[config.mk]
export PLATFORM = sky130hd
export DESIGN_NAME = psm_core
export DESIGN_NICKNAME = d
export VERILOG_FILES = /design/src/rtl/psm_pkg.sv /design/src/rtl/psm_core.sv
export SDC_FILE = /design/constraint.sdc
export NUM_CORES = 1
export LEC_CHECK = 0
export ABC_AREA = 0
export BUFFER_PORTS_ARGS = -buffer_cell sky130_fd_sc_hd__buf_4
export CELL_PAD_IN_SITES_DETAIL_PLACEMENT = 1
export CELL_PAD_IN_SITES_GLOBAL_PLACEMENT = 1
export CORE_MARGIN = 2
export CORE_UTILIZATION = 32
export CTS_CLUSTER_DIAMETER = 150
export DETAILED_ROUTE_END_ITERATION = 10
export HOLD_SLACK_MARGIN = 0.05
export PLACE_DENSITY_LB_ADDON = 0.1
export SLEW_MARGIN = 20
export SYNTH_ARGS = -nofsm -noshare
export SYNTH_HDL_FRONTEND = slang
export SYNTH_SLANG_ARGS = --single-unit
[constraint.sdc]
create_clock -name i_clk -period 3.75 [get_ports i_clk]
set_clock_uncertainty 0.1 [all_clocks]
set_input_delay 0.1875 -clock i_clk [delete_from_list [all_inputs] [get_ports i_clk]]
set_output_delay 0.1875 -clock i_clk [all_outputs]
set_load 0.1 [all_outputs]
[src/rtl/psm_pkg.sv]
package psm_pkg;

    // Command codes and command groups (upper nibble)
    localparam logic [7:0] CMD_RESET   = 8'h1E;
    localparam logic [7:0] CMD_ADC     = 8'h00;
    localparam logic [3:0] CMD_PROM_HI = 4'hA;
    localparam logic [3:0] CMD_CONV_P  = 4'h4;
    localparam logic [3:0] CMD_CONV_T  = 4'h5;

    // PROM word numbers with special meaning
    localparam logic [2:0] PROM_WORD_ZERO = 3'd0;
    localparam logic [2:0] PROM_WORD_CRC  = 3'd7;

    // Configuration register indexes
    localparam logic [2:0] REG_PRESSURE_BASE    = 3'd6;
    localparam logic [2:0] REG_TEMPERATURE_BASE = 3'd7;

    // CRC4 polynomial used over the PROM contents
    localparam logic [15:0] CRC_POLY = 16'h3000;

    // Reset values: PROM words 6 down to 1, then the raw value bases
    localparam logic [5:0][15:0] PROM_RESET = {16'd28312, 16'd33464, 16'd23282,
                                               16'd23317, 16'd36924, 16'd40127};
    localparam logic [23:0] PRESSURE_BASE_RESET    = 24'd9085466;
    localparam logic [23:0] TEMPERATURE_BASE_RESET = 24'd8569150;

    // Configuration view handed from the register file to the core
    typedef struct packed {
        logic [5:0][15:0] prom;
        logic [23:0]      pressure_base;
        logic [23:0]      temperature_base;
        logic [3:0]       crc;
    } t_cfg;

endpackage

[src/rtl/psm_core.sv]
module psm_core (
    input  logic          i_clk,
    input  logic          i_rst_n,
    input  logic          i_in_valid,
    input  logic          i_action,
    input  logic [7:0]    i_mosi_byte,
    input  logic          i_cs_level,
    output logic          o_in_stall,
    input  psm_pkg::t_cfg i_cfg,
    input  logic          i_out_full,
    output logic          o_push,
    output logic [7:0]    o_push_data
);

    // Input register
    logic        r_in_valid;
    logic        r_action;
    logic [7:0]  r_mosi_byte;
    logic        r_cs_level;

    // Sensor state
    logic [7:0]  r_reply [3];
    logic [1:0]  r_len;
    logic [1:0]  r_pos;
    logic [23:0] r_pressure_raw;
    logic [23:0] r_temperature_raw;
    logic        r_temp_sel;
    logic [5:0]  r_count;

    logic [7:0]  n_reply [3];
    logic [1:0]  n_len;
    logic [1:0]  n_pos;
    logic [23:0] n_pressure_raw;
    logic [23:0] n_temperature_raw;
    logic        n_temp_sel;
    logic [5:0]  n_count;
    logic        n_in_valid;

    logic        w_advance;
    logic        w_load;
    logic [1:0]  w_pos_inc;
    logic [5:0]  w_count_inc;
    logic [2:0]  w_word_num;
    logic [15:0] w_prom_word;
    logic [23:0] w_adc_value;
    logic [7:0]  w_queued;

    // A held item moves on when it needs no result or the output has room.
    assign w_advance  = r_in_valid && (r_action || !i_out_full);
    assign o_in_stall = r_in_valid && !w_advance;
    assign w_load     = i_in_valid && !o_in_stall;
    assign n_in_valid = w_load || (r_in_valid && !w_advance);

    assign w_pos_inc   = r_pos + 2'd1;
    assign w_count_inc = r_count + 6'd1;
    assign w_word_num  = r_mosi_byte[3:1];
    assign w_adc_value = r_temp_sel ? r_temperature_raw : r_pressure_raw;

    // PROM word lookup
    always_comb begin
        case (w_word_num)
            psm_pkg::PROM_WORD_ZERO: w_prom_word = '0;
            psm_pkg::PROM_WORD_CRC:  w_prom_word = {12'd0, i_cfg.crc};
            default:                 w_prom_word = i_cfg.prom[3'(w_word_num - 3'd1)];
        endcase
    end

    // Next queued reply byte
    always_comb begin
        case (r_pos)
            2'd0:    w_queued = r_reply[0];
            2'd1:    w_queued = r_reply[1];
            default: w_queued = r_reply[2];
        endcase
    end

    // Item processing
    always_comb begin
        n_reply           = r_reply;
        n_len             = r_len;
        n_pos             = r_pos;
        n_pressure_raw    = r_pressure_raw;
        n_temperature_raw = r_temperature_raw;
        n_temp_sel        = r_temp_sel;
        n_count           = r_count;
        o_push            = 1'b0;
        o_push_data       = '0;
        if (w_advance) begin
            if (r_action) begin
                if (r_cs_level) begin
                    n_len = '0;
                    n_pos = '0;
                end
            end else begin
                o_push = 1'b1;
                if (r_len != 2'd0) begin
                    // Queued reply takes priority over the command byte.
                    o_push_data = w_queued;
                    if (w_pos_inc >= r_len) begin
                        n_pos = '0;
                        n_len = '0;
                    end else begin
                        n_pos = w_pos_inc;
                    end
                end else if (r_mosi_byte == psm_pkg::CMD_RESET) begin
                    n_len             = '0;
                    n_pos             = '0;
                    n_pressure_raw    = i_cfg.pressure_base;
                    n_temperature_raw = i_cfg.temperature_base;
                    n_temp_sel        = 1'b0;
                    n_count           = '0;
                end else if (r_mosi_byte[7:4] == psm_pkg::CMD_PROM_HI && !r_mosi_byte[0]) begin
                    n_reply[0] = w_prom_word[15:8];
                    n_reply[1] = w_prom_word[7:0];
                    n_len      = 2'd2;
                    n_pos      = '0;
                end else if (r_mosi_byte == psm_pkg::CMD_ADC) begin
                    n_reply[0] = w_adc_value[23:16];
                    n_reply[1] = w_adc_value[15:8];
                    n_reply[2] = w_adc_value[7:0];
                    n_len      = 2'd3;
                    n_pos      = '0;
                end else if (r_mosi_byte[7:4] == psm_pkg::CMD_CONV_P ||
                             r_mosi_byte[7:4] == psm_pkg::CMD_CONV_T) begin
                    // Synthetic conversion: offsets follow the counter.
                    n_count           = w_count_inc;
                    n_temp_sel        = (r_mosi_byte[7:4] == psm_pkg::CMD_CONV_T);
                    n_pressure_raw    = i_cfg.pressure_base + {18'd0, w_count_inc};
                    n_temperature_raw = i_cfg.temperature_base +
                                        {18'd0, w_count_inc[4:0], 1'b0};
                end
            end
        end
    end

    // Control state and raw values
    always_ff @(posedge i_clk) begin
        if (!i_rst_n) begin
            r_in_valid        <= 1'b0;
            r_len             <= '0;
            r_pos             <= '0;
            r_pressure_raw    <= psm_pkg::PRESSURE_BASE_RESET;
            r_temperature_raw <= psm_pkg::TEMPERATURE_BASE_RESET;
            r_temp_sel        <= 1'b0;
            r_count           <= '0;
        end else begin
            r_in_valid        <= n_in_valid;
            r_len             <= n_len;
            r_pos             <= n_pos;
            r_pressure_raw    <= n_pressure_raw;
            r_temperature_raw <= n_temperature_raw;
            r_temp_sel        <= n_temp_sel;
            r_count           <= n_count;
        end
    end

    // Payload registers: input beat and reply bytes
    always_ff @(posedge i_clk) begin
        if (w_load) begin
            r_action    <= i_action;
            r_mosi_byte <= i_mosi_byte;
            r_cs_level  <= i_cs_level;
        end
        r_reply <= n_reply;
    end

endmodule

Yosys cells after proc, flatten, opt, wreduce, memory -nomap -nowiden
Cells that the tools add are included.
{"block": "word_totals", "register_bits": 94, "in_bits": 162, "output_inout_bits": 10, "wordCells": 98}
{"block": "op_classes", "n_lt_le_gt_ge": 2, "eq_ne": 10, "n_reduce_logical": 23, "bitwise_logic": 4, "n_mux": 41, "addsub": 5}
{"op": "$mux 24", "n": 10}
{"op": "$add 24x6->24", "n": 2}
{"op": "$bmux 16 s3", "n": 1}
{"op": "$mux 16", "n": 2}
{"op": "$pmux 16 s2", "n": 1}
{"op": "$mux 2", "n": 13}
{"op": "$mux 6", "n": 4}
{"op": "$mux 8", "n": 3}
{"op": "$pmux 8 s2", "n": 1}
{"op": "$reduce_and 6->1", "n": 2}
{"op": "$eq 4x3->1 const B", "n": 2}
{"op": "$eq 8x5->1 const B", "n": 1}
{"op": "$logic_not 8->1", "n": 1}
{"op": "$add 6x1->6 const B", "n": 1}
{"op": "$mux 1", "n": 6}
{"op": "$reduce_bool 2->1", "n": 3}
{"op": "$reduce_and 5->1", "n": 1}
{"op": "$reduce_bool 5->1", "n": 1}
{"op": "$eq 4x4->1 const B", "n": 1}
{"op": "$logic_and 1x1->1", "n": 4}
{"op": "$logic_not 1->1", "n": 4}
{"op": "$lt 3x4->1 const B", "n": 1}
{"op": "$ne 2x2->1 const B", "n": 2}
{"op": "$not 1->1", "n": 4}
{"op": "12 further kinds", "n": 14}

Logic depth before layout (Yosys ltp)
Gate-level depths: netlist of the first run.
{"block": "logic_depth", "depth_word": 8, "depth_mapped": 10, "ltp_nobuf": 9}

Worst setup path before layout of the first run
OpenSTA, ideal clock, no wires.
{"block": "synth_timing", "path_type": "register -> output", "from": "register r_action", "to": "output port o_push_data[0]", "t_arrival_ns": 5.060, "t_required_ns": 3.462, "path_buffers": 0, "path_stages_with_launch": 4, "slack_ns": -1.598, "cell_sequence": "edfxtp_1 nor3b_1 o21ai_1 a21oi_1"}
{"block": "synth_between", "elab_chain_cells": 3, "word_cells_on_any_way": 4, "cone_classes": "mux: 2; reduce/logical: 2"}
{"item": "start, declared", "line_no": "psm_core.sv:17", "source": "logic r_action;"}
{"item": "start signal, assigned", "line_no": "psm_core.sv:160", "source": "r_action <= i_action;"}
{"item": "$logic_or 1x1->1", "line_no": "psm_core.sv:49", "source": "assign w_advance = r_in_valid && (r_action || !i_out_full);"}
{"item": "$logic_and 1x1->1", "line_no": "psm_core.sv:49"}
{"item": "$mux 8 *", "line_no": "psm_core.sv:88", "source": "if (w_advance) begin"}
{"item": "end, declared", "line_no": "psm_core.sv:12", "source": "output logic [7:0] o_push_data"}
Mark *: on every way between the ends. The rest lies on a longest branch, timed or not.

Worst setup path in the final report of the first run
{"block": "layout_timing", "from": "register r_count[0]", "to": "register r_pressure_raw[23]"}
{"block": "layout_between", "elab_chain_cells": 6}
{"item": "start, declared", "line_no": "psm_core.sv:28", "source": "logic [5:0] r_count;"}
{"item": "start signal, assigned", "line_no": "psm_core.sv:153", "source": "r_count <= n_count;"}
{"item": "$add 6x1->6", "line_no": "psm_core.sv:55", "source": "assign w_count_inc = r_count + 6'd1;"}
{"item": "$add 24x6->24", "line_no": "psm_core.sv:128", "source": "n_pressure_raw = i_cfg.pressure_base + {18'd0, w_count_inc};"}
{"item": "$mux 24", "line_no": "psm_core.sv:123", "source": "end else if (r_mosi_byte[7:4] == psm_pkg::CMD_CONV_P ||"}
{"item": "$mux 24", "line_no": "psm_core.sv:117", "source": "end else if (r_mosi_byte == psm_pkg::CMD_ADC) begin"}
{"item": "$mux 24", "line_no": "psm_core.sv:112", "source": "end else if (r_mosi_byte[7:4] == psm_pkg::CMD_PROM_HI && !r_mosi_byte[0]) begin"}
{"item": "$mux 24", "line_no": "psm_core.sv:105", "source": "end else if (r_mosi_byte == psm_pkg::CMD_RESET) begin"}
{"item": "end signal, assigned", "line_no": "psm_core.sv:142", "source": "r_pressure_raw <= psm_pkg::PRESSURE_BASE_RESET;"}
{"item": "end signal, assigned", "line_no": "psm_core.sv:150", "source": "r_pressure_raw <= n_pressure_raw;"}
{"item": "end, declared", "line_no": "psm_core.sv:25", "source": "logic [23:0] r_pressure_raw;"}
No other way between the ends. The select of a mux whose other input is x is not followed.
A chain may end at the register's enable or synchronous reset.

==> results of run 1 <==
==> power groups by stage <==
| stage | Sequential (mW) | Clock (mW) | Combinational [mW] |
|---|---|---|---|
| 6_report | 1.08 | 0.948 | 0.445 |
| 5_1_grt | 1.08 | 1.01 | 0.485 |
| 4_1_cts | 1.08 | 0.977 | 0.448 |
| 3_5_place_dp | 1.10 | 0 | 0.425 |
| 3_3_place_gp | 1.10 | 0 | 0.417 |
| 2_1_floorplan | 1.09 | 0 | 0.207 |
==> layer usage <==
layer  global-route usage  part of all wire  up-vias
li1                     -                 -     2903
met1                0.288              0.45     2920
met2                0.368              0.47      179
met3               0.0312             0.060       23
met4               0.0683             0.017        0
met5                    0                 0        -
==> timing repair <==
item                                   4_1_cts  5_1_grt
gates resized for setup                      0        0
hold buffers                                25        0
endpoints found under the hold margin       25        0
==> area by class of cell <==
class / count / area, sq um
fillers: 2178 / 10500
multi-input cells: 511 / 3730
flip-flops and latches: 94 / 2220
repair buffers: 211 / 1660
well taps: 260 / 325
clock buffers: 11 / 243
clock inverters: 5 / 57.6
inverters: 15 / 56.3
==> metrics by stage <==
stage / TNS, ns / hold slack [ns]
6_report: 0 / 0.0655
5_1_grt: 0 / 0.0604
4_1_cts: 0 / 0.0514
3_5_place_dp: 0 / 0.269
3_3_place_gp: 0 / 0.267
2_1_floorplan: -2.36 / 0.186
==> tightest hold or removal path, stage by stage <==
cell and delay (ns):
buf_4 0.12, o31ai_1 0.06, a311oi_1 0.09
==> registers in the layout, indices dropped and copies added (netlist names) <==
name,count
r_mosi_byte,8
r_temperature_raw,24
r_pressure_raw,24
r_action,1
r_temp_sel,1
r_count,6
r_reply,24
r_cs_level,1
r_len,2
r_in_valid,1
r_pos,2
==> kinds of logic (layout without fill, tap and decap cells) <==
| logic type | count (synthesis) | after routing |
|---|---|---|
| compound gates | 187 | 187 |
| flops | 94 | 94 |
| mux | 61 | 61 |
| buf+inv | 59 | 242 |
| xor+xnor | 29 | 29 |
| simple gates | 211 | 211 |
| fa+ha+maj | 23 | 23 |
==> layout by cell type, fill, tap and decap left out, drive strengths merged, types with 6 or more instances in the layout <==
| cell type | netlist | layout |
|---|---|---|
| buf | 19 | 186 |
| nor2 | 60 | 60 |
| dfxtp | 60 | 60 |
| nand2 | 57 | 57 |
| a21oi | 40 | 40 |
| mux2i | 37 | 37 |
| edfxtp | 34 | 34 |
| o21ai | 28 | 28 |
| dlygate4sd3 | 0 | 25 |
| a22oi | 24 | 24 |
| ha | 21 | 21 |
| xnor2 | 20 | 20 |
| mux4 | 16 | 16 |
| nor3 | 16 | 16 |
| inv | 15 | 16 |
| nand3 | 14 | 14 |
| a211oi | 13 | 13 |
| o22ai | 12 | 12 |
| clkbuf | 25 | 11 |
| o211ai | 10 | 10 |
| a311oi | 10 | 10 |
| xor2 | 9 | 9 |
| nor4 | 9 | 9 |
| or4 | 8 | 8 |
| mux2 | 8 | 8 |
| o2111ai | 8 | 8 |
| nand4 | 8 | 8 |
| and3 | 8 | 8 |
| a21o | 7 | 7 |
| a31oi | 6 | 6 |
| or3 | 6 | 6 |
| nor3b | 6 | 6 |
==> worst paths after layout <==
kind         depth (start not counted)                            endpoint  slack [ns]
max                                  9     r_pressure_raw[23]$_SDFFE_PN1P_        0.58
min                                  3  r_temperature_raw[20]$_SDFFE_PN0P_        0.07
max reg2reg                          9     r_pressure_raw[23]$_SDFFE_PN1P_        0.58
min reg2reg                          2      r_pressure_raw[2]$_SDFFE_PN0P_        0.37
==> flow_metrics.py, run 1 <==
metrics = {
    "power_and_ir_drop": {
        "p_switching_mw": 0.631,
        "p_leak_nw": 3.18,
        "switching_share": 0.256,
        "power.density_nw_per_um2": 298,
        "vdd_drop_max_mv": 0.225,
        "internal_power_mw": 1.84,
        "finalPower_mw": 2.47,
        "combPwrFrac": 0.180,
        "power_frac_seq": 0.436,
        "power.share.clock": 0.384,
    },
    "timing": {
        "finalHoldViolations": 0,
        "rsz0062_at_grt": "no",
        "finalMaxSlewViolations": 0,
        "fmax_ghz": 0.315,
        "setup_ws_ns": 0.578,
        "setup-violations-final": 0,
        "min_period_ns": 3.17,
        "worst_slew_pin_slew_ns": 0.975,
        "slew_headroom": 0.348,
        "finalCritPeriodShare": 0.846,
    },
    "critical_path": {
        "crit_chain": "ha_1, nand3_1, xnor2_1, ha_1, and2_1, nand3_1, a2111oi_1, nor3_1, nor4_1",
        "critPathMaxFanout": 4,
        "path_delay_family": "simple AND/OR/NAND/NOR gates",
        "start_kind": "flip-flop",
        "critPathMaxStageDelay_ns": 0.77,
        "reg2reg_from": "r_count[0]$_SDFFE_PN0P_",
        "cp.arrival_ns": 3.32,
        "crit_buf_inv": 0,
        "required_ns": 3.90,
        "worstSetupEndpointType": "flip-flop",
        "slowest_stage": "a2111oi_1",
        "cp-startpoint": "r_count[0]$_SDFFE_PN0P_",
        "worstSetupPathType": "reg -> reg",
    },
    "finish": {
        "drive_gt1_frac": 0.277,
        "stdcell_count": 1107,
        "num-nets-final": 1027,
        "fin_area_sq_um": 8290,
        "area_delta_synth_final_pct": 34.3,
        "fin_util": 0.440,
        "antenna_cells": 0,
    },
    "synthesis": {
        "synthTopCellsByArea": "dfxtp_1, edfxtp_1, mux2i_1",
        "synth.distinct_cells": 64,
        "synth_cells": 664,
        "syn-num-nets": 849,
        "ys_seq_elements": 94,
        "synth-simple-area-share": 0.171,
        "synth_top_family_by_area": "compound AO/OA/AOI/OAI gates",
        "postSynthAreaPerCell_sq_um": 9.30,
        "post_synth_xor_area_fraction": 0.0411,
        "async_flop_share": 0,
        "synthAdderAreaFrac": 0.0490,
        "ys_warn_count": 0,
        "synth_compound_area_frac": 0.206,
        "synth_top_area_frac": 0.195,
        "synthMuxAreaShare": 0.133,
        "yosysTopAreaCell": "dfxtp_1",
        "synth-edff-count": 34,
        "ys_seq_area_frac": 0.360,
        "syn_area_sq_um": 6170,
        "synth_top_flop_cell": "dfxtp_1",
        "netlist_top_cells_count": "dfxtp_1, nor2_1, nand2_1, a21oi_1, mux2i_1",
    },
    "routing": {
        "antenna_left": 0,
        "drc": 0,
        "drt_pass1_iterations": 4,
        "wire_per_inst_um": 19.8,
        "drt_wl_total_um": 21900,
        "routed_via_density": 5.44,
        "dr_total_vias": 6025,
        "dr.first_iter.drc_count": 299,
    },
    "outcome": {
        "status": "completed",
    },
    "clock_network": {
        "cts_num_sinks": 94,
        "post_cts_buffers": 0,
        "clkSlewWorstSetupHoldPaths_ns": 0.07,
        "h-tree-depth": 3,
        "clk_latency_ns": 0.35,
        "clockBufferDepth": 2,
        "numCtsBuffers": 9,
        "cts_tree": "done",
        "clockRootBuffer": "clkbuf_16",
    },
    "global_route": {
        "grt.total_usage": 0.218,
        "grt_max_degree": 76,
        "antenna_found_initial": 0,
        "grt_pass1_vias": 6303,
        "grt_pass1_wl_um": 34300,
        "grt-ovfl-total": 0,
    },
    "place": {
        "dp_slack_ns": 0.405,
        "placed_cells": 1066,
        "io_buffers": 171,
        "place.detailed.hpwl_um": 16700,
        "place_congestion": 0.877,
        "placed_cell_area_sq_um": 7740,
    },
    "job": {
        "drv_cap": 0,
    },
    "floorplanning": {
        "fp.dieW_um": 143,
        "rows": 50,
        "pin_count": 172,
        "initial_core_util": 0.328,
        "die-area_sq_um": 20400,
        "die_h_um": 143,
        "coreArea_sq_um": 18800,
    },
    "min_path": {
        "hold_path_class": "in -> reg",
        "hold_path_startpoint": "i_cfg[24]",
    },
}
Note: power is estimated with default switching activity, not from simulation.
==> inputs of run 2 (changes only) <==
ABC_AREA = 1   (was 0)
clock period = 2.55 ns   (was 3.75 ns; I/O delays follow)
==> flow_metrics.py, run 2 <==
metrics = {
    "timing": {
        "min_period_ns": 2.37,
        "setup_tns_ns": 0,
        "fmax_ghz": 0.421,
        "finalCritPeriodShare": 0.930,
        "finalHoldViolations": 0,
        "worst_slew_pin_slew_ns": 0.679,
        "finalMaxSlewViolations": 0,
        "slew_headroom": 0.547,
        "setup-violations-final": 0,
    },
    "floorplanning": {
        "initial_core_util": 0.328,
        "coreArea_sq_um": 21200,
        "rows": 53,
        "die-area_sq_um": 22900,
        "fp.dieW_um": 151,
        "die_h_um": 151,
        "pin_count": 172,
    },
    "routing": {
        "drc": 0,
        "dr_total_vias": 7594,
        "drt_wl_total_um": 25100,
        "wire_per_inst_um": 16.2,
        "dr.first_iter.drc_count": 258,
        "antenna_left": 0,
        "routed_via_density": 4.90,
        "drt_pass1_iterations": 4,
    },
    "global_route": {
        "grt-ovfl-total": 0,
        "grt_pass1_wl_um": 40100,
        "grt.total_usage": 0.225,
        "grt_pass1_vias": 7781,
        "grt_max_degree": 39,
        "antenna_found_initial": 0,
    },
    "clock_network": {
        "clockBufferDepth": 2,
        "clk_latency_ns": 0.35,
        "clockRootBuffer": "clkbuf_16",
        "cts_tree": "done",
        "cts_num_sinks": 94,
        "h-tree-depth": 3,
        "numCtsBuffers": 9,
        "clkSlewWorstSetupHoldPaths_ns": 0.08,
    },
    "critical_path": {
        "critPathMaxFanout": 6,
        "worstSetupEndpointType": "flip-flop",
        "crit_chain": "ha_4, xor2_2, buf_4, ha_2, nand2_1, nand3_2, nand2_1, nand2_1, nand2_1, nor2_1, buf_4, nand3_1, nand3_1, nand2_1",
        "slowest_stage": "ha_2",
        "reg2regPathDepth": 14,
        "start_kind": "flip-flop",
        "crit_path_frequent_cell": "nand2_1",
        "required_ns": 2.70,
        "critPathMaxStageDelay_ns": 0.38,
        "worstSetupPathType": "reg -> reg",
        "cp.arrival_ns": 2.52,
        "reg2reg_slack_ns": 0.18,
    },
    "finish": {
        "antenna_cells": 0,
        "layout_common_cells": "nand2_1, buf_4, inv_1",
        "area_delta_synth_final_pct": 37.2,
        "stdcell_count": 1550,
        "layout_commonest_cell": "nand2_1",
        "drive_gt1_frac": 0.227,
        "reg_top3": "r_pressure_raw x24, r_reply x24, r_temperature_raw x24",
        "num-nets-final": 1455,
    },
    "synthesis": {
        "async_flop_share": 0,
        "syn-num-nets": 1241,
        "yosysMostFrequentCell": "nand2_1",
        "ys_seq_elements": 94,
        "yosysTopAreaCell": "dfxtp_1",
        "postSynthAreaPerCell_sq_um": 6.57,
        "synth_top_flop_cell": "dfxtp_1",
        "synth.distinct_cells": 47,
        "synth_top_area_frac": 0.173,
        "synthTopCellsByArea": "dfxtp_1, nand2_1, edfxtp_1",
        "synth-edff-count": 34,
        "syn_area_sq_um": 6940,
        "synth_cells": 1056,
        "netlist_top_cells_count": "nand2_1, inv_1, nor2_1, o21ai_0, nand3_1",
        "ys_warn_count": 0,
        "ys_seq_area_frac": 0.320,
    },
    "power_and_ir_drop": {
        "vdd_drop_max_mv": 0.353,
        "power.density_nw_per_um2": 391,
        "p_leak_nw": 4.47,
    },
    "place": {
        "placed_cells": 1489,
        "place_congestion": 0.836,
        "io_buffers": 171,
        "place.detailed.hpwl_um": 19800,
    },
    "outcome": {
        "status": "completed",
    },
    "min_path": {
        "holdPathStages": 5,
        "hold_path_class": "in -> reg",
    },
    "job": {
        "drv_cap": 0,
    },
}
==> run 2: cell types whose count changed in the layout (fill, tap and decap cells not counted), moves of 13 or more <==
| cell | previous run | this run |
|---|---|---|
| a211oi_1 | 13 | 0 |
| a22oi_1 | 24 | 1 |
| buf_4 | 185 | 200 |
| dlygate4sd3_1 | 25 | 44 |
| inv_1 | 15 | 122 |
| mux2i_1 | 37 | 15 |
| mux4_2 | 16 | 0 |
| nand2_1 | 57 | 292 |
| nand3_1 | 14 | 60 |
| nand4_1 | 7 | 23 |
| nor2_1 | 60 | 115 |
| o21ai_0 | 26 | 78 |
| o21ai_1 | 2 | 19 |
| xnor2_1 | 19 | 4 |
==> run 2: critical path, delay by kind of cell (launching register included) <==
| family | cells | cell delay [ns] |
|---|---|---|
| AND/OR/NAND/NOR | 9 | 0.81 |
| adder cells (fa/ha/maj) | 2 | 0.54 |
| flip-flops | 1 | 0.36 |
| buffers and inverters | 2 | 0.28 |
| XOR/XNOR | 1 | 0.15 |
==> run 2: timing repair <==
action	CTS	global route
endpoints found under the hold margin	44	0
gates cloned	0	0
setup endpoints to repair	10	41
hold buffers	44	0
resized for setup	5	44
pin swaps	1	4
buffers inserted	1	0
==> run 2: final timing paths <==
kind | startpoint | to
min reg2reg | r_pressure_raw[2]$_SDFFE_PN0P_ | r_pressure_raw[2]$_SDFFE_PN0P_
max | r_count[0]$_SDFFE_PN0P_ | r_pressure_raw[17]$_SDFFE_PN1P_
max reg2reg | r_count[0]$_SDFFE_PN0P_ | r_pressure_raw[17]$_SDFFE_PN1P_
min | i_cfg[21] | r_temperature_raw[17]$_SDFFE_PN1P_
==> run 2: kinds of logic (layout without fill, tap and decap cells) <==
logic type,Yosys count,count (layout),synth area share
and+or+nand+nor,540,540,0.325
muxes,25,25,0.0379
buffers and inverters,172,391,0.102
AOI/OAI and AO/OA,185,185,0.147
adders and majority gates,23,23,0.0437
DFF,94,94,0.320
xor gates and xnor gates,17,17,0.0242
==> run 2: area by class of cell <==
| cell class | instances | area (sq um) |
|---|---|---|
| Clock buffer | 9 | 225 |
| Clock inverter | 7 | 62.6 |
| Fill cell | 2704 | 11600 |
| Inverter | 129 | 487 |
| Multi-Input combinational cell | 790 | 4180 |
| Sequential cell | 94 | 2230 |
| Tap cell | 275 | 344 |
| Timing Repair Buffer | 246 | 1980 |
==> run 2: power breakdown <==
part / internal [mW] / switching [mW] / total [mW]
Combinational: 0.387 / 0.423 / 0.810
Clock: 0.683 / 0.641 / 1.32
Sequential: 1.57 / 0.0157 / 1.58
==> run 2: metal layers <==
metal	GRT usage	part of all wire	up-vias
met1	0.291	0.46	3575
met5	0	0	-
met2	0.402	0.50	124
met3	0.0298	0.033	19
li1	-	-	3876
met4	0.0407	0.011	0
==> run 2: stage by stage <==
stage                     hold WS (ns)  power, mW  utilization  area, sq um  worst slack (ns)
after floorplan                  0.126       2.00            -         6940            0.0828
after global placement           0.206       2.36        0.407         8600            0.0423
after detailed placement         0.207       2.37        0.407         8600           -0.0801
after CTS                       0.0510       3.76        0.442         9350            0.0230
after global routing            0.0753       3.92        0.450         9510          -0.00852
final                           0.0265       3.72        0.450         9510             0.177
==> inputs of run 3 (changes only) <==
GPL_TIMING_DRIVEN = 1   (was unset)
PLACE_DENSITY_LB_ADDON = 0.25   (was 0.1)
RECOVER_POWER = 100   (was unset)
==> flow_metrics.py, run 3 (same netlist as run 2, synthesis figures left out) <==
metrics = {
    "finish": {
        "layout_common_cells": "nand2_1, buf_4, inv_1",
        "antenna_cells": 0,
        "nFillCells": 2698,
        "num-nets-final": 1461,
        "multi_input_area_sq_um": 4190,
        "reg_top3": "r_pressure_raw x24, r_reply x24, r_temperature_raw x24",
        "drive_gt1_frac": 0.227,
        "area_delta_synth_final_pct": 38.2,
        "fin_util": 0.453,
        "layout_commonest_cell": "nand2_1",
        "area.sequential_sq_um": 2230,
    },
    "routing": {
        "dr.first_iter.drc_count": 273,
        "routed_via_density": 4.93,
        "antenna_left": 0,
        "wire_per_inst_um": 16.5,
        "drc": 0,
        "dr_total_vias": 7675,
        "drt_wl_total_um": 25700,
        "drt_pass1_iterations": 5,
    },
    "global_route": {
        "antenna_found_initial": 0,
        "grt-ovfl-total": 0,
        "grt.total_usage": 0.221,
        "grt_pass1_wl_um": 39600,
        "grt_max_degree": 49,
        "grt_pass1_vias": 7761,
    },
    "power_and_ir_drop": {
        "combPwrFrac": 0.215,
        "power_frac_seq": 0.421,
        "power.share.clock": 0.364,
        "vdd_drop_max_mv": 0.336,
        "switching_share": 0.275,
        "internal_power_mw": 2.73,
        "p_leak_nw": 4.53,
        "finalPower_mw": 3.76,
        "p_switching_mw": 1.04,
        "power.density_nw_per_um2": 392,
    },
    "floorplanning": {
        "pin_count": 172,
        "initial_core_util": 0.328,
        "coreArea_sq_um": 21200,
        "die_h_um": 151,
        "die-area_sq_um": 22900,
        "fp.dieW_um": 151,
        "rows": 53,
    },
    "critical_path": {
        "critPathMaxFanout": 4,
        "start_kind": "flip-flop",
        "required_ns": 2.70,
        "r2r_end": "r_pressure_raw[9]$_SDFFE_PN1P_",
        "reg2reg_slack_ns": 0.12,
        "cp.arrival_ns": 2.57,
        "reg2regPathDepth": 13,
        "worstSetupEndpointType": "flip-flop",
        "reg2reg_from": "r_count[1]$_SDFFE_PN0P_",
        "worstSetupPathType": "reg -> reg",
    },
    "outcome": {
        "status": "completed",
    },
    "min_path": {
        "holdPathStages": 5,
        "hold_path_class": "in -> reg",
        "hold_path_startpoint": "i_cfg[19]",
        "hold_end": "r_temperature_raw[15]$_SDFFE_PN1P_",
    },
    "clock_network": {
        "cts_tree": "done",
        "numCtsBuffers": 9,
        "cts_num_sinks": 94,
        "clk_latency_ns": 0.35,
        "clockBufferDepth": 2,
        "h-tree-depth": 3,
        "clockRootBuffer": "clkbuf_16",
        "clkSlewWorstSetupHoldPaths_ns": 0.07,
    },
    "place": {
        "io_buffers": 171,
        "place.detailed.hpwl_um": 19600,
        "place_congestion": 0.837,
    },
    "timing": {
        "fmax_ghz": 0.412,
        "finalMaxSlewViolations": 0,
        "setup-violations-final": 0,
        "finalCritPeriodShare": 0.951,
        "finalHoldViolations": 0,
        "rsz0062_at_grt": "yes",
        "min_period_ns": 2.43,
        "worst_slew_pin_slew_ns": 0.823,
        "slew_headroom": 0.451,
    },
    "job": {
        "drv_cap": 0,
    },
}
## run 3: critical path, cell delays in order, from the launching register on
cell and delay (ns):
dfxtp_4 0.37, nand3_2 0.12, nor3b_4 0.26, xor2_2 0.27
ha_4 0.26, nand2_2 0.09, inv_1 0.07, a21oi_2 0.14
nand2_2 0.07, nand2_1 0.11, nor2_2 0.07, or2_2 0.27
nand3_1 0.07, nand2_1 0.05
## run 3: layout make-up
cell class / count / share of cell area
sequential: 94 / 0.233
multi-input combinational: 790 / 0.437
timing repair buffer: 252 / 0.212
tap: 275 / 0.0359
clock buffer: 11 / 0.0243
inverter: 129 / 0.0508
clock inverter: 5 / 0.00679
## run 3: repair_timing
item / CTS / global route
resized for setup: 5 / 41
setup endpoints to repair: 7 / 44
pin swaps: 0 / 8
hold endpoints to repair: 45 / 0
hold buffers: 46 / 0
buffers inserted: 0 / 10
## run 3: stage by stage
step / cells / area [sq um] / hold WS [ns] / TNS, ns / setup slack, ns
global route: 1556 / 9580 / 0.0544 / -0.147 / -0.0717
floorplan: 1056 / 6940 / 0.126 / 0 / 0.0828
CTS: 1546 / 9350 / 0.0508 / -0.00808 / -0.00808
global placement: 1484 / 8570 / 0.208 / 0 / 0.0939
finish: 1556 / 9580 / 0.0303 / 0 / 0.124
detailed placement: 1484 / 8570 / 0.207 / -0.0999 / -0.0629
## run 3: routing by layer
| layer | part of all wire | track usage | wire (um) | up-vias |
|---|---|---|---|---|
| li1 | - | - | - | 3880 |
| met1 | 0.44 | 0.276 | 11200 | 3615 |
| met2 | 0.51 | 0.402 | 13000 | 153 |
| met3 | 0.044 | 0.0307 | 1120 | 27 |
| met5 | 0 | 0 | 0 | - |
| met4 | 0.015 | 0.0519 | 375 | 0 |
## run 3: worst max path at each step
stage                                 start                                 end  slack (ns)  cells after the start
global route        r_count[2]$_SDFFE_PN0P_     r_pressure_raw[20]$_SDFFE_PN0P_       -0.07                     14
CTS                 r_count[0]$_SDFFE_PN0P_  r_temperature_raw[20]$_SDFFE_PN0P_      -0.008                     15
global placement    r_count[0]$_SDFFE_PN0P_      r_pressure_raw[9]$_SDFFE_PN1P_        0.09                     13
detailed placement  r_count[0]$_SDFFE_PN0P_  r_temperature_raw[15]$_SDFFE_PN1P_       -0.06                     14
floorplan                r_action$_DFFE_PP_                r_reply[0]$_DFFE_PP_        0.08                      6
finish              r_count[1]$_SDFFE_PN0P_      r_pressure_raw[9]$_SDFFE_PN1P_        0.12                     13
## run 3: power groups by stage
stage          clock, mW  sequential [mW]  combinational [mW]
3_5_place_dp           0             1.62               0.742
2_1_floorplan          0             1.62               0.389
6_report            1.37             1.58               0.809
5_1_grt             1.45             1.59               0.896
4_1_cts             1.40             1.59               0.803
3_3_place_gp           0             1.62               0.730
